[src/hw/rtl/aob_ram.sv]
// ============================================================================
// aob_ram: generic single-port-write, single-port-read RAM
// One write and one read per cycle; the read data is registered.
// ============================================================================
module aob_ram #(
    parameter int WIDTH  = 64,
    parameter int DEPTH  = 40,
    parameter int ADDR_W = (DEPTH > 1) ? $clog2(DEPTH) : 1
) (
    input  logic              i_clk,
    input  logic              i_we,
    input  logic [ADDR_W-1:0] i_waddr,
    input  logic [WIDTH-1:0]  i_wdata,
    input  logic [ADDR_W-1:0] i_raddr,
    output logic [WIDTH-1:0]  o_rdata
);

    logic [WIDTH-1:0] r_mem [DEPTH];
    logic [WIDTH-1:0] r_rdata;

    always_ff @(posedge i_clk) begin
        if (i_we) begin
            r_mem[i_waddr] <= i_wdata;
        end
        r_rdata <= r_mem[i_raddr];
    end

    assign o_rdata = r_rdata;

endmodule

[config.mk]
export PLATFORM = sky130hd
export DESIGN_NAME = aob_ram
export DESIGN_NICKNAME = d
export VERILOG_FILES = /design/src/hw/rtl/aob_ram.sv
export SDC_FILE = /design/constraint.sdc
export NUM_CORES = 2
export LEC_CHECK = 0
export ABC_AREA = 1
export BUFFER_PORTS_ARGS = -buffer_cell sky130_fd_sc_hd__buf_4
export CAP_MARGIN = 40
export CORE_ASPECT_RATIO = 0.8
export CORE_MARGIN = 2
export CORE_UTILIZATION = 31
export CTS_CLUSTER_DIAMETER = 60
export CTS_CLUSTER_SIZE = 12
export DETAILED_ROUTE_END_ITERATION = 6
export HOLD_SLACK_MARGIN = 0.05
export PLACE_DENSITY = 0.51
export SYNTH_ARGS = -nofsm -noshare
export SYNTH_HDL_FRONTEND = slang
export SYNTH_SLANG_ARGS = --single-unit
[constraint.sdc]
create_clock -name i_clk -period 11 [get_ports i_clk]
set_clock_uncertainty 0.15 [all_clocks]
set_input_delay 0 -clock i_clk [delete_from_list [all_inputs] [get_ports i_clk]]
set_output_delay 0 -clock i_clk [all_outputs]
set_load 0.01 [all_outputs]
==> run_results.csv <==
group,metric,value,unit
timing,setup-violations-final,0,
global_route,grt_overflow_total,0,
timing,rsz0062_at_grt,"false",
global_route,grt_pass1_wl,485000,microns
timing,period_needed,4.73,ns
logic_synthesis,synth_warnings,0,
placed_design,placed_area,110000,sq um
routing,first_pass_iters,5,
global_route,grt_pass1_vias,64500,
timing,drv_slew,0,
placed_design,dp.final_hpwl,177000,microns
final_layout,num-fill-cells,31700,
final_layout,nets,8610,
final_layout,area_growth,15.9,%
setup_path,criticalPathCategory,"in2reg",
timing,fin_tns_setup,0,ns
worst_hold_path,hold_class,"in2reg",
cts,clock_sinks,2624,
final_layout,multiInputGateArea,22400,sq um
cts,cts_buffer_depth,4,
floorplanning,ios,142,
cts,cts_tree,"done",
setup_path,crit_chain,"dlygate4sd3_1 -> buf_8 -> inv_8 -> buf_12 -> buf_4 -> buf_16 -> nand3_1 -> nand3_1 -> nand3_1 -> nand3_1 -> dlygate4sd3_1 -> nand2_1 -> dlygate4sd3_1 -> nand2_1 -> nand2_1",
power_and_ir_drop,ir_drop,0.158,mV
final_layout,fin_util,36.1,%
cts,cts_buffers,247,
floorplanning,coreArea,331000,sq um
floorplanning,die_w,649,microns
final_layout,fin_cells,13100,
placed_design,place_congestion,0.766,
global_route,grt_usage,19.8,%
setup_path,path_common_cell,"nand3_1",
cts,cts.clk_slew.worst_paths,0.07,ns
setup_path,cp.required,11.68,ns
setup_path,cp.arrival,5.40,ns
power_and_ir_drop,finalPower,0.0204,W
placed_design,placedCellCount,12500,
floorplanning,dieHeight,520,microns
logic_synthesis,synthTopCellsByArea,"edfxtp_1 75%, nand3_1 9.1%, nand2_1 8.5%",
cts,clkLatencyLatePin,0.88,ns
final_layout,ff_latch_area,78200,sq um
logic_synthesis,synth_top_area_share,74.5,%
setup_path,reg2reg_slack,7.92,ns
setup_path,worst-path-max-fanout,155,
cts,htree_levels,4,
placed_design,numPortBuffers,141,
logic_synthesis,synth.distinct_cells,20,
routing,drt_iter0_markers,9256,
global_route,antenna_found_initial,30,
timing,final-hold-violation-count,0,
power_and_ir_drop,power_density,171,nW/um^2
floorplanning,rows,189,
final_layout,drive_gt1_share,8.22,%
logic_synthesis,seq_area_frac_synth,75.7,%
final_layout,final_area,120000,sq um
routing,num_vias,68200,
power_and_ir_drop,power_leakage,41.0,nW
setup_path,crit_family,"buffers and inverters",
routing,via_per_inst,5.21,
setup_path,critPathBufInv,8,
setup_path,cp_slowest_cell,"inv_8",
setup_path,cp-end-kind,"register",
timing,slew_headroom,15.6,%
logic_synthesis,netlist_instances,8276,
routing,wire_per_inst,26.3,microns
timing,worst-slew-pin-transition,1.27,ns
routing,ant_nets,0,
flow_run,drv_cap,0,
logic_synthesis,ys_seq_elements,2624,
setup_path,worstSetupStartpointType,"primary input",
logic_synthesis,synth_top_cell_by_area,"edfxtp_1",
timing,fin_crit_sh,43.0,%
routing,drcViolationCount,0,
logic_synthesis,syn_area,103000,sq um
setup_path,cpPeakStageDelay,0.74,ns
logic_synthesis,synth_nets,8354,
outcome,status,"completed",
routing,wl,345000,microns
global_route,grt_max_degree,205,
cts,cts_setup_buffers,0,
cts,cts_root_buffer,"clkbuf_16",
floorplanning,dieArea,338000,sq um
floorplanning,initial_utilization,31.1,%
logic_synthesis,syn_avg_cell_area,12.5,sq um
timing,fmax,0.212,GHz
-- worst reg2reg max path: cells and delay by family, from the launching register on --
kind	cells	cell delay, ns
buf+inv	3	1.77
simple gates	8	0.70
flops	1	0.35
-- layout make-up --
class                   instances  share of cell area, %
flip-flops and latches       2624                   65.3
inverters                      72                  0.253
well taps                    4393                   4.59
multi-input cells            5027                   18.7
clock inverters                10                  0.118
diodes                          7                 0.0146
repair buffers                560                   5.23
clock buffers                 416                   5.76
-- final timing paths --
check | to | cells past startpoint | startpoint
worst max-delay path | o_rdata[55] | 15 | i_raddr[1]
worst min-delay path | r_mem[37][24] | 2 | i_wdata[24]
worst max register to register | o_rdata[55] | 11 | r_mem[8][55]
worst min register to register | o_rdata[13] | 4 | r_mem[36][13]
-- through the flow --
stage	hold WS, ns	setup WS [ns]
2_1_floorplan	-0.0511	3.54
3_3_place_gp	0.249	6.77
3_5_place_dp	0.239	6.90
4_1_cts	0.0528	6.49
5_1_grt	0.0781	6.27
6_report	0.0711	6.27
-- where the power goes --
| part | internal, W | switching, W | total [W] |
|---|---|---|---|
| logic | 0.000398 | 0.000980 | 0.00138 |
| registers | 0.0111 | 0.0000604 | 0.0111 |
| clock network | 0.00425 | 0.00366 | 0.00792 |
| total | 0.0157 | 0.00470 | 0.0204 |
-- logic make-up after synthesis --
family          Yosys count  share of synthesized area, %
simple gates           4522                          18.8
compound gates          505                          2.64
buf+inv                 625                          2.86
flops                  2624                          75.7
-- Yosys cell counts, drive strengths merged --
cell type and count:
edfxtp 2560, nand2 2344, nand3 1873, o21ai 370
buf 340, nor2 288, clkbuf 213, o22ai 121
inv 72, dfxtp 64, nand4 7, o211ai 7
o221ai 7, nor4 6, nor3 4
-- sequential cells by signal (all words and copies together) (netlist names) --
register	cells
o_rdata	64
r_mem	2560
-- metal layers --
metal / vias up / wire (microns) / part of all wire (%) / global-route usage, %
met5: - / 107 / 0.031 / 0
met4: 16 / 9990 / 2.9 / 5.35
met3: 560 / 36500 / 11 / 5.46
met2: 3287 / 146000 / 42 / 29.0
met1: 34200 / 152000 / 44 / 28.8
li1: 30200 / - / - / -
-- repair_timing --
item / in CTS / in global routing
hold buffers: 203 / 0
gates resized for setup: 0 / 0
hold endpoints to repair: 3533 / 0
-- layout by cell type, fill, tap and decap left out --
cell type      netlist  routed
buf_12               0      78
buf_16               0      31
buf_4               86     288
buf_6                9       2
buf_8                0       9
bufinv_16            0       2
clkbuf_1           213     165
clkbuf_16            0     250
clkbuf_8             0       2
clkinv_2             0       1
clkinv_4             0       1
clkinv_8             0       2
dfxtp_1             64      64
diode_2              0       7
dlygate4sd3_1        0     151
edfxtp_1          2560    2560
inv_1               68      66
inv_4                0       2
inv_6                0       5
inv_8                0       3
nand2_1           2344    2344
nand3_1           1873    1873
nand4_1              7       7
nor2_1             288     256
nor2_4               0      32
nor3_1               4       2
nor3_2               0       2
nor4_2               0       6
o211ai_1             7       7
o21ai_0            256     256
o21ai_1            114     114
o221ai_1             7       7
o22ai_1            121     121
No activity file was read; power rests on OpenSTA's default activity.
