--- src/hw/rtl/aob_pkg.sv ---
// ============================================================================
// aob_pkg: shared types and constants of the additive oscillator bank
// Beat formats of both channels, command codes and fixed sine coefficients.
// ============================================================================
package aob_pkg;

    localparam int PHASE_W  = 32;
    localparam int SAMPLE_W = 24;
    localparam int SINE_LAT = 8;

    localparam int OUT_MAX = 8388607;
    localparam int OUT_MIN = -8388608;

    // Q30 coefficients of the odd sine polynomial.
    localparam logic [30:0] C1 = 31'd1686629713;
    localparam logic [30:0] C3 = 31'd693598670;
    localparam logic [30:0] C5 = 31'd85569306;
    localparam logic [30:0] C7 = 31'd5026995;
    localparam logic [30:0] C9 = 31'd172271;

    typedef enum logic [1:0] {
        CMD_TICK    = 2'd0,
        CMD_WR_TONE = 2'd1,
        CMD_WR_LFO  = 2'd2,
        CMD_NONE    = 2'd3
    } t_cmd;

    typedef struct packed {
        logic [1:0]         command;
        logic [5:0]         osc_index;
        logic [PHASE_W-1:0] increment_value;
    } t_in_beat;

    typedef struct packed {
        logic signed [SAMPLE_W-1:0] left_sample;
        logic signed [SAMPLE_W-1:0] right_sample;
    } t_out_beat;

endpackage

--- src/hw/rtl/aob_sine.sv ---
// ============================================================================
// aob_sine: pipelined fixed-point sine of a phase word
// Quadrant folding and a Horner polynomial, at most one multiply per stage,
// give the signed Q1.23 result in a registered output.
// ============================================================================
module aob_sine #(
    parameter int SINE_TABLE_BITS = 10
) (
    input  logic                                i_clk,
    input  logic [aob_pkg::PHASE_W-1:0]         i_phase,
    output logic signed [aob_pkg::SAMPLE_W-1:0] o_sine
);

    localparam int QB = SINE_TABLE_BITS - 2;
    localparam logic [QB:0] QLEN = {1'b1, {QB{1'b0}}};

    function automatic logic [30:0] mul_q30(input logic [30:0] a, input logic [30:0] b);
        logic [61:0] p;
        p = a * b;
        return p[60:30];
    endfunction

    logic [SINE_TABLE_BITS-1:0] top_bits;
    logic [1:0]                 quad;
    logic [QB-1:0]              rem;
    logic [QB:0]                pos;
    logic [30:0]                x_in;
    logic [24:0]                rounded;
    logic [aob_pkg::SAMPLE_W-1:0] mag_sat;

    logic [30:0] r_x    [6];
    logic [30:0] r_x2   [1:4];
    logic [30:0] r_s    [2:5];
    logic [1:0]  r_quad [7];
    logic [30:0] r_mag;
    logic signed [aob_pkg::SAMPLE_W-1:0] r_sine;

    assign top_bits = i_phase[aob_pkg::PHASE_W-1 -: SINE_TABLE_BITS];
    assign quad     = top_bits[SINE_TABLE_BITS-1 -: 2];
    assign rem      = top_bits[QB-1:0];
    assign pos      = quad[0] ? (QLEN - {1'b0, rem}) : {1'b0, rem};
    assign x_in     = {pos, {(32 - SINE_TABLE_BITS){1'b0}}};

    always_comb begin
        rounded = {1'b0, r_mag[30:7]} + {24'd0, r_mag[6]};
        if (rounded > 25'(aob_pkg::OUT_MAX)) begin
            mag_sat = aob_pkg::SAMPLE_W'(aob_pkg::OUT_MAX);
        end else begin
            mag_sat = rounded[aob_pkg::SAMPLE_W-1:0];
        end
    end

    always_ff @(posedge i_clk) begin
        r_x[0]    <= x_in;
        r_quad[0] <= quad;
        for (int j = 1; j < 6; j++) begin
            r_x[j] <= r_x[j-1];
        end
        for (int j = 1; j < 7; j++) begin
            r_quad[j] <= r_quad[j-1];
        end
        r_x2[1] <= mul_q30(r_x[0], r_x[0]);
        for (int j = 2; j < 5; j++) begin
            r_x2[j] <= r_x2[j-1];
        end
        r_s[2] <= aob_pkg::C7 - mul_q30(r_x2[1], aob_pkg::C9);
        r_s[3] <= aob_pkg::C5 - mul_q30(r_x2[2], r_s[2]);
        r_s[4] <= aob_pkg::C3 - mul_q30(r_x2[3], r_s[3]);
        r_s[5] <= aob_pkg::C1 - mul_q30(r_x2[4], r_s[4]);
        r_mag  <= mul_q30(r_x[5], r_s[5]);
        r_sine <= r_quad[6][1] ? -$signed(mag_sat) : $signed(mag_sat);
    end

    assign o_sine = r_sine;

endmodule

--- config.mk ---
export PLATFORM = sky130hd
export DESIGN_NAME = aob_sine
export DESIGN_NICKNAME = d
export VERILOG_FILES = /design/src/hw/rtl/aob_pkg.sv /design/src/hw/rtl/aob_sine.sv
export SDC_FILE = /design/constraint.sdc
export NUM_CORES = 2
export LEC_CHECK = 0
export BUFFER_PORTS_ARGS = -buffer_cell sky130_fd_sc_hd__buf_2
export CAP_MARGIN = 20
export CORE_MARGIN = 4
export CORE_UTILIZATION = 40
export DETAILED_ROUTE_END_ITERATION = 8
export GPL_ROUTABILITY_DRIVEN = 0
export PLACE_DENSITY = 0.67
export SYNTH_ARGS = -nofsm -noshare
export SYNTH_HDL_FRONTEND = slang
export SYNTH_SLANG_ARGS = --single-unit
--- constraint.sdc ---
create_clock -name i_clk -period 10.6 [get_ports i_clk]
set_clock_uncertainty 0.2 [all_clocks]
set_input_delay 1.06 -clock i_clk [delete_from_list [all_inputs] [get_ports i_clk]]
set_output_delay 1.06 -clock i_clk [all_outputs]
set_load 0.05 [all_outputs]
==> flow_summary.yaml <==
timing:
  slew_violations: 0
  tightestPinTransition_ns: 1.17
  final-setup-viol-count: 0
  setup_slack_ns: 1.06
  period_needed_ns: 9.54
  totalNegativeSetupSlack_ns: 0
  finalHoldViolations: 0
  fin_crit_sh_pct: 90.0
  grt_setup_unrepaired: "false"
  timing.slew.headroom_pct: 22.2
  clock.fmax_ghz: 0.105
clock_tree:
  post_cts.resized_instances: 0
  clk_transition_reported_paths_ns: 0.07
  hold_buffers: 0
  maximum_clock_insertion_buffer_count: 3
  root_buffer: "sky130_fd_sc_hd__clkbuf_16"
  cts.repair_timing.setup_buffer_count: 0
  tritoncts.num_buffers: 35
  clk_latency_ns: 0.61
  htree_levels: 2
  clock-sinks: 279
  clock_tree_from_tritoncts: "built"
finish:
  final_nets: 10300
  utilization_of_the_core_after_routing_pct: 42.3
  drive_above_1_share_pct: 3.02
  num-fill-cells: 17500
  areaGrowthSynthToFinish_pct: 5.21
synthesis:
  synth_warnings: 0
  avgSynthCellArea_um2: 9.15
  synth-edff-count: 0
  synth_sequential_area_ratio_pct: 7.69
  postSynthCellCount: 7935
  dominantRegCellSynth: "sky130_fd_sc_hd__dfxtp_1"
  yosys_register_bits: 279
  synth_cell_type_count: 111
  synth.cell_area_um2: 72600
  syn-num-nets: 10500
  postSynth.asyncResetShare_pct: 0
floorplanning:
  die_w_um: 434
  floorplan.rows: 156
  die_area_um2: 188000
  starting_density_of_the_core_pct: 40.2
  floorplan_core_area_um2: 181000
  num_io_pins: 57
  chipHeight_um: 434
global_route:
  number_of_global_route_vias_before_repair: 56600
  number_of_antenna_violations_at_the_first_check_in_global_routing: 3
  global_route.usage.total_pct: 18.1
  grt_max_degree: 35
  globalRoute.totalOverflow: 0
  first_pass_grt_wire_length_um: 282000
worst_setup_path:
  slowest_stage: "sky130_fd_sc_hd__dfxtp_1"
  worst-r2r-setup-slack_ns: 1.06
  worst_ep_arrival_time_ns: 9.85
  critical_path_peak_fanout: 16
  critical_r2r_launch: "r_x2[0][143]"
  r2r-end: "r_s[2][59]"
  critPathMostFrequentCell: "sky130_fd_sc_hd__fa_1"
  critical_path_class: "reg -> reg"
  worst_path_largest_cell_delay_ns: 0.84
  worstSetupEndpointType: "register"
  timing.reg2reg.worst_path_depth: 27
  critical_path.startpoint_type: "register"
  required_ns: 10.91
flow_run:
  max-cap-violations: 0
detailed_routing:
  vias: 51600
  drt_drc_violations_left: 0
  detail_route.iter0.violations: 2587
  detailedRoute.firstPassIterationCount: 5
  average_routed_wire_per_standard_cell_um: 16.1
  route.final.wire_length_um: 164000
  routed_via_density: 5.07
  ant_nets: 0
worst_hold_path:
  worstHoldPathCells: 0
  hold_path.startpoint: "r_x[3][27]"
  holdPathEnd: "r_x[4][27]"
  hold_path.class: "reg -> reg"
placement:
  io_buffers: 34
  dp.final_hpwl_um: 136000
  dp_worst_setup_slack_ns: 1.16
run_status:
  outcome: "finished clean"
-- synthesized netlist by cell type, types with 7 or more instances --
| cell type | n | share of area, % |
|---|---|---|
| sky130_fd_sc_hd__nand4_1 | 34 | 0.29 |
| sky130_fd_sc_hd__o21bai_1 | 20 | 0.21 |
| sky130_fd_sc_hd__o21ai_0 | 101 | 0.70 |
| sky130_fd_sc_hd__ha_1 | 1161 | 20 |
| sky130_fd_sc_hd__a21boi_0 | 10 | 0.10 |
| sky130_fd_sc_hd__fa_1 | 1332 | 37 |
| sky130_fd_sc_hd__mux2i_1 | 10 | 0.14 |
| sky130_fd_sc_hd__a21o_1 | 95 | 0.98 |
| sky130_fd_sc_hd__and2_1 | 838 | 7.2 |
| sky130_fd_sc_hd__o21ai_1 | 12 | 0.083 |
| sky130_fd_sc_hd__a211o_1 | 7 | 0.084 |
| sky130_fd_sc_hd__dfxtp_1 | 279 | 7.7 |
| sky130_fd_sc_hd__or3_1 | 20 | 0.17 |
| sky130_fd_sc_hd__nand3b_1 | 15 | 0.16 |
| sky130_fd_sc_hd__xor2_1 | 80 | 0.96 |
| sky130_fd_sc_hd__a31oi_1 | 15 | 0.13 |
| sky130_fd_sc_hd__o31ai_1 | 11 | 0.11 |
| sky130_fd_sc_hd__nor3b_1 | 9 | 0.093 |
| sky130_fd_sc_hd__buf_2 | 9 | 0.062 |
| sky130_fd_sc_hd__clkbuf_1 | 275 | 1.4 |
| sky130_fd_sc_hd__a21oi_1 | 162 | 1.1 |
| sky130_fd_sc_hd__nor2_1 | 134 | 0.69 |
| sky130_fd_sc_hd__nor2b_1 | 24 | 0.21 |
| sky130_fd_sc_hd__o21a_1 | 23 | 0.24 |
| sky130_fd_sc_hd__o211ai_1 | 26 | 0.27 |
| sky130_fd_sc_hd__and4_1 | 10 | 0.12 |
| sky130_fd_sc_hd__xnor2_1 | 161 | 1.9 |
| sky130_fd_sc_hd__a311oi_1 | 7 | 0.084 |
| sky130_fd_sc_hd__nand2_1 | 920 | 4.8 |
| sky130_fd_sc_hd__inv_1 | 1732 | 9.0 |
| sky130_fd_sc_hd__nor3_1 | 52 | 0.36 |
| sky130_fd_sc_hd__nand2b_1 | 21 | 0.18 |
| sky130_fd_sc_hd__or2_2 | 13 | 0.11 |
| sky130_fd_sc_hd__and3_1 | 37 | 0.32 |
| sky130_fd_sc_hd__a211oi_1 | 24 | 0.25 |
| sky130_fd_sc_hd__nor4_1 | 10 | 0.086 |
| sky130_fd_sc_hd__nand3_1 | 65 | 0.45 |
-- kinds of logic after synthesis --
kind of cell	synth area share [%]
xor gates and xnor gates	2.96
adders and majority gates	56.7
and+or+nand+nor	15.7
buffers and inverters	10.5
AOI/OAI and AO/OA	6.19
muxes	0.246
DFF	7.69
-- layout make-up --
class,count,area [µm²],area share [%]
clock buffers,41,948,1.24
multi-input cells,5631,59400,77.8
repair buffers,101,673,0.881
clock inverters,22,324,0.424
well taps,2370,2970,3.88
flip-flops and latches,279,5590,7.31
inverters,1732,6500,8.51
diodes,1,2.50,0.00327
-- worst max path at each step --
stage / start / end / slack (ns) / cells after the start
after CTS: r_x2[0][143] / r_s[2][59] / 1.04 / 27
after floorplan: r_s[2][10] / r_s[2][61] / 2.33 / 29
after global placement: r_x2[0][143] / r_s[2][61] / 1.28 / 27
final: r_x2[0][143] / r_s[2][59] / 1.06 / 27
after global routing: r_x2[0][143] / r_s[2][59] / 0.63 / 27
after detailed placement: r_x2[0][143] / r_s[2][61] / 1.16 / 27
-- flip-flops by register name (all words and copies together), names as in the netlist --
register and cells:
r_mag 25, r_x 50, r_quad 7, r_x2 64
r_s 109, o_sine 24
-- critical path, delay by kind of cell, from the launching register on --
kind,cells,cell delay [ns]
AOI/OAI and AO/OA,7,2.44
xor gates and xnor gates,1,0.16
adders and majority gates,9,4.49
buffers and inverters,5,0.28
DFF,1,0.84
and+or+nand+nor,5,1.03
-- placed cells by master (no fill, tap or decap), types with 24 or more instances in the layout --
cell,instances
sky130_fd_sc_hd__clkbuf_16,35
sky130_fd_sc_hd__ha_1,1161
sky130_fd_sc_hd__a21o_1,95
sky130_fd_sc_hd__buf_2,34
sky130_fd_sc_hd__nor2_1,134
sky130_fd_sc_hd__and2_1,838
sky130_fd_sc_hd__xor2_1,80
sky130_fd_sc_hd__nand4_1,34
sky130_fd_sc_hd__a211oi_1,24
sky130_fd_sc_hd__and3_1,37
sky130_fd_sc_hd__fa_1,1332
sky130_fd_sc_hd__a21oi_1,162
sky130_fd_sc_hd__xnor2_1,161
sky130_fd_sc_hd__dfxtp_1,279
sky130_fd_sc_hd__o21ai_0,101
sky130_fd_sc_hd__nor3_1,52
sky130_fd_sc_hd__o211ai_1,26
sky130_fd_sc_hd__inv_1,1732
sky130_fd_sc_hd__buf_4,67
sky130_fd_sc_hd__nand3_1,65
sky130_fd_sc_hd__nor2b_1,24
sky130_fd_sc_hd__nand2_1,920
-- per-layer routing --
metal	GRT usage (%)	part of all wire, %	vias up
li1	-	-	24100
met1	23.9	44	26200
met2	31.6	49	1110
met3	2.19	4.8	230
met4	4.24	2.4	0
met5	0	0	-
-- through the flow --
| stage | std cells | hold slack (ns) | area [µm²] |
|---|---|---|---|
| 2_1_floorplan | 7935 | 0.110 | 72600 |
| 3_3_place_gp | 10100 | 0.110 | 75100 |
| 3_5_place_dp | 10100 | 0.112 | 75100 |
| 4_1_cts | 10200 | 0.118 | 76400 |
| 5_1_grt | 10200 | 0.124 | 76400 |
| 6_report | 10200 | 0.117 | 76400 |
Power is left out: the tool's default activity adds up to more than one toggle a clock period on the data nets, which glitch-free logic cannot reach.
